$ cat config.mk
export PLATFORM = sky130hd
export DESIGN_NAME = hsv_color_first_match_finder_unit
export DESIGN_NICKNAME = d
export VERILOG_FILES = /design/src/hdl/hsvf_pkg.sv /design/src/hdl/hsvf_front.sv /design/src/hdl/hsvf_queue.sv /design/src/hdl/hsvf_back.sv /design/src/hdl/hsv_color_first_match_finder_unit.sv
export VERILOG_INCLUDE_DIRS = /design/src /design/src/hdl
export SDC_FILE = /design/constraint.sdc
export NUM_CORES = 1
export LEC_CHECK = 0
export BUFFER_PORTS_ARGS = -buffer_cell sky130_fd_sc_hd__buf_2
export CAP_MARGIN = 15
export CORE_AREA = 2 2 244 246
export DETAILED_ROUTE_END_ITERATION = 6
export DIE_AREA = 0 0 246 248
export PLACE_DENSITY = 0.71
export SYNTH_ARGS = -nofsm -noshare
export SYNTH_HDL_FRONTEND = slang
export SYNTH_SLANG_ARGS = --single-unit
$ cat constraint.sdc
create_clock -name clk -period 33 [get_ports clk]
set_input_delay 6.6 -clock clk [delete_from_list [all_inputs] [get_ports clk]]
set_output_delay 6.6 -clock clk [all_outputs]
set_load 0.1 [all_outputs]
$ cat src/hdl/assert_macros.svh
// assertion helpers shared by hsvf_queue and hsvf_back
`ifndef ASSERT_MACROS_SVH
`define ASSERT_MACROS_SVH

// implication checked at every clock edge outside reset
`define HSVF_ASSERT_IMP(label, cond, prop, msg) \
    label: assert property (@(posedge clk) disable iff (!rst_n) (cond) |-> (prop)) \
        else $error(msg);

// plain invariant checked at every clock edge outside reset
`define HSVF_ASSERT_ALW(label, prop, msg) \
    label: assert property (@(posedge clk) disable iff (!rst_n) (prop)) else $error(msg);

`endif

$ cat src/hdl/hsvf_pkg.sv
`timescale 1ns / 1ps
// ----------------------------------------------------------------------------
// hsvf_pkg
// Shared types and constants of the HSV first-match color finder.
// ----------------------------------------------------------------------------
package hsvf_pkg;

    localparam int DEF_MAX_WIDTH  = 4096;
    localparam int DEF_MAX_HEIGHT = 4096;
    localparam int QUEUE_DEPTH    = 4;
    localparam int COORD_W        = 12;
    localparam int OUT_W          = 13;
    localparam int CFG_DATA_W     = 13;
    localparam int CFG_IDX_W      = 3;

    localparam logic [12:0] RST_FRAME_WIDTH = 13'd640;
    localparam logic [7:0]  RST_SAMPLE_STEP = 8'd1;
    localparam logic [7:0]  RST_HUE_LOW     = 8'd35;
    localparam logic [7:0]  RST_HUE_HIGH    = 8'd85;

    typedef enum logic [CFG_IDX_W-1:0] {
        REG_FRAME_WIDTH = 3'd0,
        REG_SAMPLE_STEP = 3'd1,
        REG_HUE_LOW     = 3'd2,
        REG_HUE_HIGH    = 3'd3,
        REG_SAT_FLOOR   = 3'd4,
        REG_VAL_FLOOR   = 3'd5
    } cfg_reg_t;

    typedef struct packed {
        logic [12:0] frame_width;
        logic [7:0]  sample_step;
        logic [7:0]  hue_low;
        logic [7:0]  hue_high;
        logic [7:0]  sat_floor;
        logic [7:0]  val_floor;
    } cfg_t;

    typedef struct packed {
        logic [7:0]         red;
        logic [7:0]         green;
        logic [7:0]         blue;
        logic [COORD_W-1:0] col;
        logic [COORD_W-1:0] row;
        logic               test;
        logic               last;
    } pix_t;

    typedef enum logic [2:0] {
        B_IDLE,
        B_PREP,
        B_DIV,
        B_CHECK,
        B_EMIT
    } back_state_t;

endpackage

$ cat src/hdl/hsvf_front.sv
`timescale 1ns / 1ps
// ----------------------------------------------------------------------------
// hsvf_front
// Raster position tracking and sample-grid marking of incoming pixels.
// ----------------------------------------------------------------------------
module hsvf_front
    import hsvf_pkg::*;
#(
    parameter int MAX_WIDTH  = DEF_MAX_WIDTH,
    parameter int MAX_HEIGHT = DEF_MAX_HEIGHT
)
(
    input  logic        clk,
    input  logic        rst_n,
    input  cfg_t        cfg,
    input  logic        pix_valid,
    input  logic        pix_accept,
    input  logic [7:0]  red,
    input  logic [7:0]  green,
    input  logic [7:0]  blue,
    input  logic        frame_end,
    output pix_t        entry
);

    localparam int CW  = $clog2(MAX_WIDTH);
    localparam int RW  = $clog2(MAX_HEIGHT);
    localparam int WW  = (CW + 1 > 13) ? CW + 1 : 13;
    localparam int RCW = RW + 1;

    logic [CW-1:0] col_reg, col_next;
    logic [RW-1:0] row_reg, row_next;
    logic [7:0]    cph_reg, cph_next;
    logic [7:0]    rph_reg, rph_next;
    logic [WW-1:0] width;
    logic [7:0]    step;

    always_comb
    begin
        step = (cfg.sample_step == 8'd0) ? 8'd1 : cfg.sample_step;
        if (cfg.frame_width == 13'd0)
            width = WW'(1);
        else if (WW'(cfg.frame_width) > WW'(MAX_WIDTH))
            width = WW'(MAX_WIDTH);
        else
            width = WW'(cfg.frame_width);
    end

    always_comb
    begin
        col_next = col_reg;
        row_next = row_reg;
        cph_next = cph_reg;
        rph_next = rph_reg;
        if (pix_accept)
        begin
            if (frame_end)
            begin
                col_next = '0;
                row_next = '0;
                cph_next = '0;
                rph_next = '0;
            end
            else if (WW'(col_reg) + WW'(1) >= width)
            begin
                col_next = '0;
                cph_next = '0;
                row_next = (RCW'(row_reg) + RCW'(1) >= RCW'(MAX_HEIGHT)) ? '0 : row_reg + 1'b1;
                rph_next = ({1'b0, rph_reg} + 9'd1 >= {1'b0, step}) ? 8'd0 : rph_reg + 8'd1;
            end
            else
            begin
                col_next = col_reg + 1'b1;
                cph_next = ({1'b0, cph_reg} + 9'd1 >= {1'b0, step}) ? 8'd0 : cph_reg + 8'd1;
            end
        end
    end

    always_ff @(posedge clk or negedge rst_n)
    begin
        if (!rst_n)
        begin
            col_reg <= '0;
            row_reg <= '0;
            cph_reg <= '0;
            rph_reg <= '0;
        end
        else
        begin
            col_reg <= col_next;
            row_reg <= row_next;
            cph_reg <= cph_next;
            rph_reg <= rph_next;
        end
    end

    always_comb
    begin
        entry.red   = red;
        entry.green = green;
        entry.blue  = blue;
        entry.col   = COORD_W'(col_reg);
        entry.row   = COORD_W'(row_reg);
        entry.test  = pix_valid && (cph_reg == 8'd0) && (rph_reg == 8'd0);
        entry.last  = frame_end;
    end

endmodule

$ cat src/hdl/hsvf_queue.sv
`timescale 1ns / 1ps
// ----------------------------------------------------------------------------
// hsvf_queue
// Short word queue between the front and back parts.
// ----------------------------------------------------------------------------
`include "assert_macros.svh"
module hsvf_queue
    import hsvf_pkg::*;
#(
    parameter int DEPTH = QUEUE_DEPTH
)
(
    input  logic clk,
    input  logic rst_n,
    input  logic push,
    input  pix_t push_data,
    output logic full,
    input  logic pop,
    output logic not_empty,
    output pix_t pop_data
);

    localparam int PW = (DEPTH > 1) ? $clog2(DEPTH) : 1;
    localparam int NW = $clog2(DEPTH + 1);

    pix_t          mem_reg [DEPTH];
    logic [PW-1:0] wp_reg, wp_next;
    logic [PW-1:0] rp_reg, rp_next;
    logic [NW-1:0] cnt_reg, cnt_next;

    assign full      = (cnt_reg == NW'(DEPTH));
    assign not_empty = (cnt_reg != '0);
    assign pop_data  = mem_reg[rp_reg];

    always_comb
    begin
        wp_next  = wp_reg;
        rp_next  = rp_reg;
        cnt_next = cnt_reg;
        if (push)
            wp_next = (wp_reg == PW'(DEPTH - 1)) ? '0 : wp_reg + 1'b1;
        if (pop)
            rp_next = (rp_reg == PW'(DEPTH - 1)) ? '0 : rp_reg + 1'b1;
        if (push && !pop)
            cnt_next = cnt_reg + 1'b1;
        else if (pop && !push)
            cnt_next = cnt_reg - 1'b1;
    end

    always_ff @(posedge clk or negedge rst_n)
    begin
        if (!rst_n)
        begin
            wp_reg  <= '0;
            rp_reg  <= '0;
            cnt_reg <= '0;
        end
        else
        begin
            wp_reg  <= wp_next;
            rp_reg  <= rp_next;
            cnt_reg <= cnt_next;
        end
    end

    always_ff @(posedge clk)
    begin
        if (push)
            mem_reg[wp_reg] <= push_data;
    end

    `HSVF_ASSERT_ALW(a_cnt_bound, cnt_reg <= NW'(DEPTH), "queue count above depth")
    `HSVF_ASSERT_IMP(a_ptr_match, cnt_reg == '0, wp_reg == rp_reg, "empty queue with split pointers")

endmodule

$ cat src/hdl/hsvf_back.sv
`timescale 1ns / 1ps
// ----------------------------------------------------------------------------
// hsvf_back
// HSV conversion with bit-serial division, window test and result register.
// ----------------------------------------------------------------------------
`include "assert_macros.svh"
module hsvf_back
    import hsvf_pkg::*;
(
    input  logic              clk,
    input  logic              rst_n,
    input  cfg_t              cfg,
    input  logic              q_not_empty,
    input  pix_t              q_data,
    output logic              q_pop,
    output logic              m_tvalid,
    input  logic              m_tready,
    output logic              m_tuser,
    output logic [OUT_W-1:0]  m_x,
    output logic [OUT_W-1:0]  m_y
);

    back_state_t state_reg, state_next;
    pix_t        item_reg;
    logic        seen_reg;
    logic [COORD_W-1:0] mcol_reg, mrow_reg;
    logic [7:0]  mx_reg, hden_reg;
    logic        dz_reg, mz_reg;
    logic [7:0]  hrem_reg, srem_reg, hlo_reg, slo_reg, hq_reg, sq_reg;
    logic [2:0]  cnt_reg;
    logic        ov_reg, of_reg;
    logic [OUT_W-1:0] ox_reg, oy_reg;

    logic [7:0]  mx, mn, d;
    logic [15:0] hnum, snum;
    logic [8:0]  htry, stry;
    logic [7:0]  h, s;
    logic        hue_ok, hit, out_free;

    always_comb
    begin
        mx = item_reg.red;
        mn = item_reg.red;
        if (item_reg.green > mx) mx = item_reg.green;
        if (item_reg.blue > mx)  mx = item_reg.blue;
        if (item_reg.green < mn) mn = item_reg.green;
        if (item_reg.blue < mn)  mn = item_reg.blue;
        d = mx - mn;
        snum = 16'(d) * 16'd255;
        if (item_reg.red == mx)
        begin
            if (item_reg.green >= item_reg.blue)
                hnum = 16'd30 * 16'(item_reg.green - item_reg.blue);
            else
                hnum = 16'd180 * 16'(d) - 16'd30 * 16'(item_reg.blue - item_reg.green);
        end
        else if (item_reg.green == mx)
            hnum = 16'd60 * 16'(d) + 16'd30 * 16'(item_reg.blue) - 16'd30 * 16'(item_reg.red);
        else
            hnum = 16'd120 * 16'(d) + 16'd30 * 16'(item_reg.red) - 16'd30 * 16'(item_reg.green);
    end

    assign htry = {hrem_reg, hlo_reg[7]} - {1'b0, hden_reg};
    assign stry = {srem_reg, slo_reg[7]} - {1'b0, mx_reg};

    always_comb
    begin
        h = dz_reg ? 8'd0 : hq_reg;
        s = mz_reg ? 8'd0 : sq_reg;
        if (cfg.hue_low <= cfg.hue_high)
            hue_ok = (h >= cfg.hue_low) && (h <= cfg.hue_high);
        else
            hue_ok = (h >= cfg.hue_low) || (h <= cfg.hue_high);
        hit = hue_ok && (s >= cfg.sat_floor) && (mx_reg >= cfg.val_floor);
    end

    assign out_free = !ov_reg || m_tready;

    always_comb
    begin
        state_next = state_reg;
        q_pop      = 1'b0;
        case (state_reg)
            B_IDLE:
            begin
                if (q_not_empty)
                begin
                    q_pop = 1'b1;
                    if (q_data.test && !seen_reg)
                        state_next = B_PREP;
                    else if (q_data.last)
                        state_next = B_EMIT;
                end
            end
            B_PREP:  state_next = B_DIV;
            B_DIV:   state_next = (cnt_reg == 3'd7) ? B_CHECK : B_DIV;
            B_CHECK: state_next = item_reg.last ? B_EMIT : B_IDLE;
            B_EMIT:  state_next = out_free ? B_IDLE : B_EMIT;
            default: state_next = B_IDLE;
        endcase
    end

    always_ff @(posedge clk or negedge rst_n)
    begin
        if (!rst_n)
        begin
            state_reg <= B_IDLE;
            seen_reg  <= 1'b0;
            ov_reg    <= 1'b0;
            cnt_reg   <= '0;
        end
        else
        begin
            state_reg <= state_next;
            if (state_reg == B_PREP)
                cnt_reg <= '0;
            else if (state_reg == B_DIV)
                cnt_reg <= cnt_reg + 3'd1;
            if (state_reg == B_CHECK && hit)
                seen_reg <= 1'b1;
            if (state_reg == B_EMIT && out_free)
            begin
                ov_reg   <= 1'b1;
                seen_reg <= 1'b0;
            end
            else if (m_tready)
                ov_reg <= 1'b0;
        end
    end

    always_ff @(posedge clk)
    begin
        if (q_pop)
            item_reg <= q_data;
        if (state_reg == B_PREP)
        begin
            mx_reg   <= mx;
            hden_reg <= d;
            dz_reg   <= (d == 8'd0);
            mz_reg   <= (mx == 8'd0);
            hrem_reg <= hnum[15:8];
            hlo_reg  <= hnum[7:0];
            srem_reg <= snum[15:8];
            slo_reg  <= snum[7:0];
        end
        else if (state_reg == B_DIV)
        begin
            hlo_reg  <= {hlo_reg[6:0], 1'b0};
            slo_reg  <= {slo_reg[6:0], 1'b0};
            hrem_reg <= htry[8] ? {hrem_reg[6:0], hlo_reg[7]} : htry[7:0];
            srem_reg <= stry[8] ? {srem_reg[6:0], slo_reg[7]} : stry[7:0];
            hq_reg   <= {hq_reg[6:0], !htry[8]};
            sq_reg   <= {sq_reg[6:0], !stry[8]};
        end
        if (state_reg == B_CHECK && hit)
        begin
            mcol_reg <= item_reg.col;
            mrow_reg <= item_reg.row;
        end
        if (state_reg == B_EMIT && out_free)
        begin
            of_reg <= seen_reg;
            ox_reg <= seen_reg ? {1'b0, mcol_reg} : '1;
            oy_reg <= seen_reg ? {1'b0, mrow_reg} : '1;
        end
    end

    assign m_tvalid = ov_reg;
    assign m_tuser  = of_reg;
    assign m_x      = ox_reg;
    assign m_y      = oy_reg;

    `HSVF_ASSERT_IMP(a_pop_idle, q_pop, state_reg == B_IDLE, "queue popped outside idle")
    `HSVF_ASSERT_IMP(a_miss_coord, ov_reg && !of_reg, (ox_reg == '1) && (oy_reg == '1),
        "miss result without minus one coordinates")

endmodule

$ cat src/hdl/hsv_color_first_match_finder_unit.sv
`timescale 1ns / 1ps
// ----------------------------------------------------------------------------
// hsv_color_first_match_finder_unit
// Finds the first pixel of a frame whose HSV color falls in a window.
// ----------------------------------------------------------------------------
// channel | dir | words
// s_*     | in  | pixels: tdata red,green,blue; tlast frame end
// m_*     | out | one result per frame: tdata hit_x,hit_y; tuser hit_found
// cfg_*   | in  | register writes, always ready
// A pixel off the sample grid, or after a match, is popped without a test.
// A tested pixel goes through load, prepare, 8 divider steps and check.
// A frame end then loads the result register once the output is free.
// The front counts positions and feeds a 4-word queue; input stalls when full.
// Reset is asynchronous; it clears counters, queue and match and loads register defaults.
// ----------------------------------------------------------------------------
module hsv_color_first_match_finder_unit
    import hsvf_pkg::*;
#(
    parameter int MAX_WIDTH  = DEF_MAX_WIDTH,
    parameter int MAX_HEIGHT = DEF_MAX_HEIGHT
)
(
    input  logic                  clk,
    input  logic                  rst_n,
    input  logic                  s_tvalid,
    output logic                  s_tready,
    input  logic [23:0]           s_tdata,   // red, green, blue
    input  logic                  s_tlast,   // frame_end
    output logic                  m_tvalid,
    input  logic                  m_tready,
    output logic [31:0]           m_tdata,   // hit_x, hit_y, zero pad
    output logic                  m_tuser,   // hit_found
    input  logic                  cfg_valid,
    output logic                  cfg_ready,
    input  logic [CFG_IDX_W-1:0]  cfg_index,
    input  logic [CFG_DATA_W-1:0] cfg_data
);

    cfg_t       cfg_reg;
    pix_t       entry, q_data;
    logic       q_full, q_not_empty, q_pop, push;
    logic [OUT_W-1:0] hx, hy;

    assign cfg_ready = 1'b1;
    assign s_tready  = !q_full;
    assign push      = s_tvalid && !q_full;

    always_ff @(posedge clk or negedge rst_n)
    begin
        if (!rst_n)
        begin
            cfg_reg.frame_width <= RST_FRAME_WIDTH;
            cfg_reg.sample_step <= RST_SAMPLE_STEP;
            cfg_reg.hue_low     <= RST_HUE_LOW;
            cfg_reg.hue_high    <= RST_HUE_HIGH;
            cfg_reg.sat_floor   <= '0;
            cfg_reg.val_floor   <= '0;
        end
        else if (cfg_valid)
        begin
            case (cfg_index)
                REG_FRAME_WIDTH: cfg_reg.frame_width <= cfg_data;
                REG_SAMPLE_STEP: cfg_reg.sample_step <= cfg_data[7:0];
                REG_HUE_LOW:     cfg_reg.hue_low     <= cfg_data[7:0];
                REG_HUE_HIGH:    cfg_reg.hue_high    <= cfg_data[7:0];
                REG_SAT_FLOOR:   cfg_reg.sat_floor   <= cfg_data[7:0];
                REG_VAL_FLOOR:   cfg_reg.val_floor   <= cfg_data[7:0];
                default:         ;
            endcase
        end
    end

    hsvf_front #(
        .MAX_WIDTH  (MAX_WIDTH),
        .MAX_HEIGHT (MAX_HEIGHT)
    ) u_front (
        .clk        (clk),
        .rst_n      (rst_n),
        .cfg        (cfg_reg),
        .pix_valid  (s_tvalid),
        .pix_accept (push),
        .red        (s_tdata[7:0]),
        .green      (s_tdata[15:8]),
        .blue       (s_tdata[23:16]),
        .frame_end  (s_tlast),
        .entry      (entry)
    );

    hsvf_queue #(
        .DEPTH (QUEUE_DEPTH)
    ) u_queue (
        .clk       (clk),
        .rst_n     (rst_n),
        .push      (push),
        .push_data (entry),
        .full      (q_full),
        .pop       (q_pop),
        .not_empty (q_not_empty),
        .pop_data  (q_data)
    );

    hsvf_back u_back (
        .clk         (clk),
        .rst_n       (rst_n),
        .cfg         (cfg_reg),
        .q_not_empty (q_not_empty),
        .q_data      (q_data),
        .q_pop       (q_pop),
        .m_tvalid    (m_tvalid),
        .m_tready    (m_tready),
        .m_tuser     (m_tuser),
        .m_x         (hx),
        .m_y         (hy)
    );

    assign m_tdata = {6'd0, hy, hx};

endmodule

==> results of run 1 <==
-- metrics by stage --
stage          hold slack, ps  std cells  utilization [%]  setup slack, ps
5_1_grt                   429       3598             59.1            20700
4_1_cts                   416       3596             59.0            21440
3_5_place_dp              405       3507             56.4            21490
6_report                  415       3598             59.1            21490
2_1_floorplan             400       2704                -            22650
3_3_place_gp              401       3507             56.4            21750
-- path summary, 6_finish.rpt --
kind,end,cells past startpoint,startpoint,slack [ps]
max,u_back.hrem_reg[7],39,u_back.item_reg[47],21490
min,u_back.mrow_reg[10],0,u_back.item_reg[12],410
max reg2reg,u_back.hrem_reg[7],39,u_back.item_reg[47],21490
min reg2reg,u_back.mrow_reg[10],0,u_back.item_reg[12],410
max in group asynchronous,u_queue.rp_reg[0],2,rst_n,25680
min in group asynchronous,u_front.row_reg[1],1,rst_n,5960
-- cell usage in the layout (no fill, tap or decap), drive strengths merged, types with 18 or more instances in the layout --
cell type  Yosys  routed
nor2         102     102
nand2b        76      76
mux4          50      50
nor2b         47      47
nor3          44      44
fa           130     130
ha           338     338
mux2          41      41
o21a          18      18
buf           23      97
a21o          54      54
xor2          67      67
mux2i         26      26
nand2        151     151
inv          294     297
o21ai        163     163
nand3         37      37
dfrtp         98      98
o21bai        41      41
and3          23      23
clkinv         0      18
edfxtp       364     364
a21oi        153     153
xnor2        139     139
clkbuf        44      65
-- layer usage --
| metal | wire, µm | vias to the layer above | GRT usage, % |
|---|---|---|---|
| met3 | 3170 | 134 | 3.23 |
| li1 | - | 9768 | - |
| met2 | 37400 | 449 | 43.7 |
| met4 | 2320 | 10 | 8.09 |
| met1 | 30900 | 10200 | 31.4 |
| met5 | 65 | - | 0 |
-- synthesized netlist by cell type (11+ instances only) --
master / number / area, µm²
buf_4: 11 / 82.6
mux2i_1: 24 / 240
clkbuf_1: 44 / 165
nor3_1: 43 / 215
fa_1: 130 / 2600
nor2b_1: 47 / 294
ha_1: 338 / 4230
a21oi_1: 150 / 751
nand3_1: 36 / 180
o21bai_1: 40 / 300
inv_1: 294 / 1100
o21ai_0: 157 / 786
mux2_2: 39 / 439
o21a_1: 18 / 135
edfxtp_1: 364 / 10900
nor2_1: 99 / 372
dfrtp_1: 98 / 2450
xnor2_1: 137 / 1200
mux4_2: 50 / 1130
and3_1: 22 / 138
nand2b_1: 75 / 469
xor2_1: 67 / 587
a21o_1: 54 / 405
nand2_1: 150 / 563
-- area by class of cell --
type,count,area (µm²)
flip-flops and latches,472,13700
repair buffers,99,561
multi-input cells,1871,16700
fillers,4703,23900
inverters,294,1100
clock buffers,63,1270
clock inverters,26,287
well taps,773,967
-- cell families (layout without fill, tap and decap cells) --
family                     Yosys count  in the layout  share of synthesized area (%)
muxes                              117            117                           5.89
buffers and inverters              361            482                           4.45
AOI/OAI and AO/OA                  528            528                           10.4
and+or+nand+nor                    544            544                           8.83
adders and majority gates          469            469                           21.6
DFF                                472            472                           43.1
other                                2              7                         0.0237
xor gates and xnor gates           206            206                           5.74
-- worst register-to-register path, delay by kind of cell (launching register included) --
| family | cells | cell delay [ps] |
|---|---|---|
| compound gates | 17 | 3210 |
| buf+inv | 1 | 200 |
| mux | 2 | 1180 |
| flops | 1 | 600 |
| fa+ha+maj | 7 | 2650 |
| xor+xnor | 4 | 1140 |
| simple gates | 8 | 2360 |
==> reports/metrics.yaml, run 1 <==
run_status:
  status: "finished with violations"
  violations: "DRC"
sta:
  hold_violations: 0
  fin_crit_ps: 11510
  fin_skew_ps: 39.3
  period_share_pct: 34.9
  fin_tns_setup_ps: 0
  slew_viol_final: 0
  rsz0062_at_grt: "no"
  setup_violations: 0
  worst_pin_slew_ps: 1110
  fmax_mhz: 86.9
  slew_headroom_pct: 26.0
global_routing:
  grt_overflow: 0
  grt_pass1_vias: 21400
  antenna_found_initial: 6
  grt_pass1_wl_um: 117000
  grt_use_total_pct: 24.7
  grt_max_degree: 67
critical_path:
  crit_family: "compound AO/OA/AOI/OAI gates"
  cpPeakStageDelay_ps: 780
  crit_arrival_ps: 11940
  worstSetupEndpointType: "register"
  crit_path_top_delay_cell: "nor2b_1"
  required_ps: 33430
  cp_max_fo: 13
  critical_path_buf_inv_count: 1
  crit_type: "reg2reg"
  start_kind: "register"
  critPathMostFrequentCell: "ha_1"
die:
  die-area_um2: 61000
  core_um2: 58500
  io_pins: 82
  rows: 89
  die_x_um: 246
  die_height_um: 248
  initial_core_util_pct: 54.2
cts:
  cts_sinks: 472
  insertion_delay_ps: 630
  cts_setup_buffers: 0
  hold_buffers: 0
  htreeDepth: 2
  cts_root_buf: "clkbuf_16"
  numCtsBuffers: 48
  path_clk_slew_ps: 60
  cts_tree: "built"
  post_cts.resized_instances: 0
  cts_max_path_buffers: 3
placed_design:
  placed_area_um2: 33000
  finalWeightedCongestion: 0.930
  dp_hpwl_um: 55300
  numPortBuffers: 74
route:
  antenna_left: 0
  drcViolationCount: 1
  finalWirelength_um: 73900
  drt_iter0_markers: 1218
  dr.pass1.iters: 7
  dr_total_vias: 20500
  via_per_inst: 5.70
  post_drt_wl_per_cell_um: 20.5
synth:
  synth_edf_count: 364
  synth.ff_latch_count: 472
  yosysWarnings: 0
  synth_async_sr_flop_share_pct: 22.9
  syn_area_um2: 31700
  synthCells: 2699
  synth_cell_types: 93
  syn_area_per_cell_um2: 11.7
  seq_area_frac_synth_pct: 43.1
  synth_ff_type: "edfxtp_1"
finish:
  nets: 3300
  area_growth_pct: 8.95
  antenna_cells: 0
  largest_reg_flops: 200
  drive_above_1_share_pct: 10.9
  stdcell_area_um2: 34500
run:
  max_cap_viol_count: 0
worst_hold_path:
  hold_path.class: "reg2reg"
Power of run 1 is left out: the tool's default activity adds up to more than one toggle a clock period on the data nets, which glitch-free logic cannot reach.
==> run 2: changes to the inputs <==
==> constraint.sdc (replaced) <==
create_clock -name clk -period 11.1 [get_ports clk]
set_input_delay 2.22 -clock clk [delete_from_list [all_inputs] [get_ports clk]]
set_output_delay 2.22 -clock clk [all_outputs]
set_load 0.1 [all_outputs]
==> reports/metrics.yaml, run 2 (synthesized netlist as in run 1, its figures left out) <==
global_routing:
  grt_use_total_pct: 24.5
  grt_pass1_wl_um: 116000
  grt_overflow: 0
  grt_max_degree: 56
  antenna_found_initial: 5
  grt_pass1_vias: 21400
die:
  die_height_um: 248
  die_x_um: 246
  rows: 89
  initial_core_util_pct: 54.2
  die-area_um2: 61000
  io_pins: 82
  core_um2: 58500
worst_hold_path:
  hp-start: "u_back.item_reg[17]"
  hold_path.class: "reg2reg"
sta:
  fmax_mhz: 94.5
  fin_skew_ps: 60.2
  rsz0062_at_grt: "no"
  hold_violations: 0
  worst_pin_slew_ps: 1070
  fin_crit_ps: 10580
  period_share_pct: 95.3
  setup_violations: 0
  slew_viol_final: 0
  slew_headroom_pct: 28.7
  worst_slack_ps: 520
  fin_tns_setup_ps: 0
cts:
  cts_tree: "built"
  htreeDepth: 2
  numCtsBuffers: 47
  insertion_delay_ps: 610
  path_clk_slew_ps: 70
  cts_max_path_buffers: 3
  cts_root_buf: "clkbuf_16"
  hold_buffers: 0
  cts_sinks: 472
placed_design:
  finalWeightedCongestion: 0.952
  numPortBuffers: 74
  placed_area_um2: 33100
  pre_cts_ws_ps: 269
  dp_hpwl_um: 55300
finish:
  nets: 3329
  drive_above_1_share_pct: 12.5
  final_cell_mix: "edfxtp_1, ha_1, inv_1"
  largest_reg_flops: 200
  stdcell_area_um2: 34800
  final_common_cell: "edfxtp_1"
  area_growth_pct: 9.92
run:
  max_cap_viol_count: 0
route:
  dr_total_vias: 20900
  post_drt_wl_per_cell_um: 20.3
  via_per_inst: 5.75
  drcViolationCount: 0
  finalWirelength_um: 73600
  antenna_left: 0
  drt_iter0_markers: 1321
  dr.pass1.iters: 5
critical_path:
  crit_arrival_ps: 10980
  start_kind: "register"
  worstSetupEndpointType: "register"
  cp_max_fo: 12
  critPathMostFrequentCell: "ha_1"
  cpPeakStageDelay_ps: 520
  crit_type: "reg2reg"
  crit_path_top_delay_cell: "edfxtp_1"
  required_ps: 11500
  cp-startpoint: "u_back.item_reg[35]"
  r2r_start: "u_back.item_reg[35]"
run_status:
  status: "completed"
-- run 2: cell count changes in the layout (fill, tap and decap cells not counted), sizes merged --
| cell | delta |
|---|---|
| clkbuf | -4 |
| clkinvlp | +4 |
| diode | +1 |
| bufinv | +1 |
| clkinv | -4 |
| buf | +30 |
-- run 2: path summary, 6_finish.rpt --
check / end / slack, ps / cells past startpoint
setup / recovery: u_back.hrem_reg[7] / 520 / 40
hold / removal: u_back.mcol_reg[3] / 420 / 0
setup reg to reg: u_back.hrem_reg[7] / 520 / 40
hold reg to reg: u_back.mcol_reg[3] / 420 / 0
max in group asynchronous: cfg_reg[9] / 8210 / 2
min in group asynchronous: u_front.row_reg[0] / 1660 / 1
-- run 2: through the flow --
step | instances | hold slack [ps] | utilization (%)
after CTS | 3615 | 411 | 59.4
after floorplan | 2704 | 400 | -
after detailed placement | 3529 | 405 | 56.7
after global routing | 3625 | 418 | 59.6
after global placement | 3529 | 403 | 56.7
final | 3626 | 421 | 59.6
-- run 2: what timing repair did --
action                     CTS  global route
buffers inserted             0             7
setup endpoints to repair    0             4
resized for setup            0             8
-- run 2: area by class of cell --
type,instances,area (µm²)
Fill cell,4714,23600
Multi-Input combinational cell,1871,16700
Antenna cell,1,2.50
Tap cell,773,967
Inverter,294,1110
Sequential cell,472,13700
Clock inverter,27,325
Clock buffer,59,1250
Timing Repair Buffer,129,806
-- run 2: critical path, delay by kind of cell, from the launching register on --
family          cells  cell delay, ps
simple gates       13            2920
compound gates     13            2840
fa+ha+maj           7            2390
xor+xnor            3             830
flops               1             520
buf+inv             3             440
mux                 1             350
-- run 2: metal layers --
layer,vias to the layer above,part of all wire [%],global-route usage [%]
met3,144,4.7,3.60
li1,9808,-,-
met4,8,3.6,8.95
met5,-,0.079,0
met2,514,50,42.8
met1,10400,42,30.9
Power of run 2 is left out for the same reason.
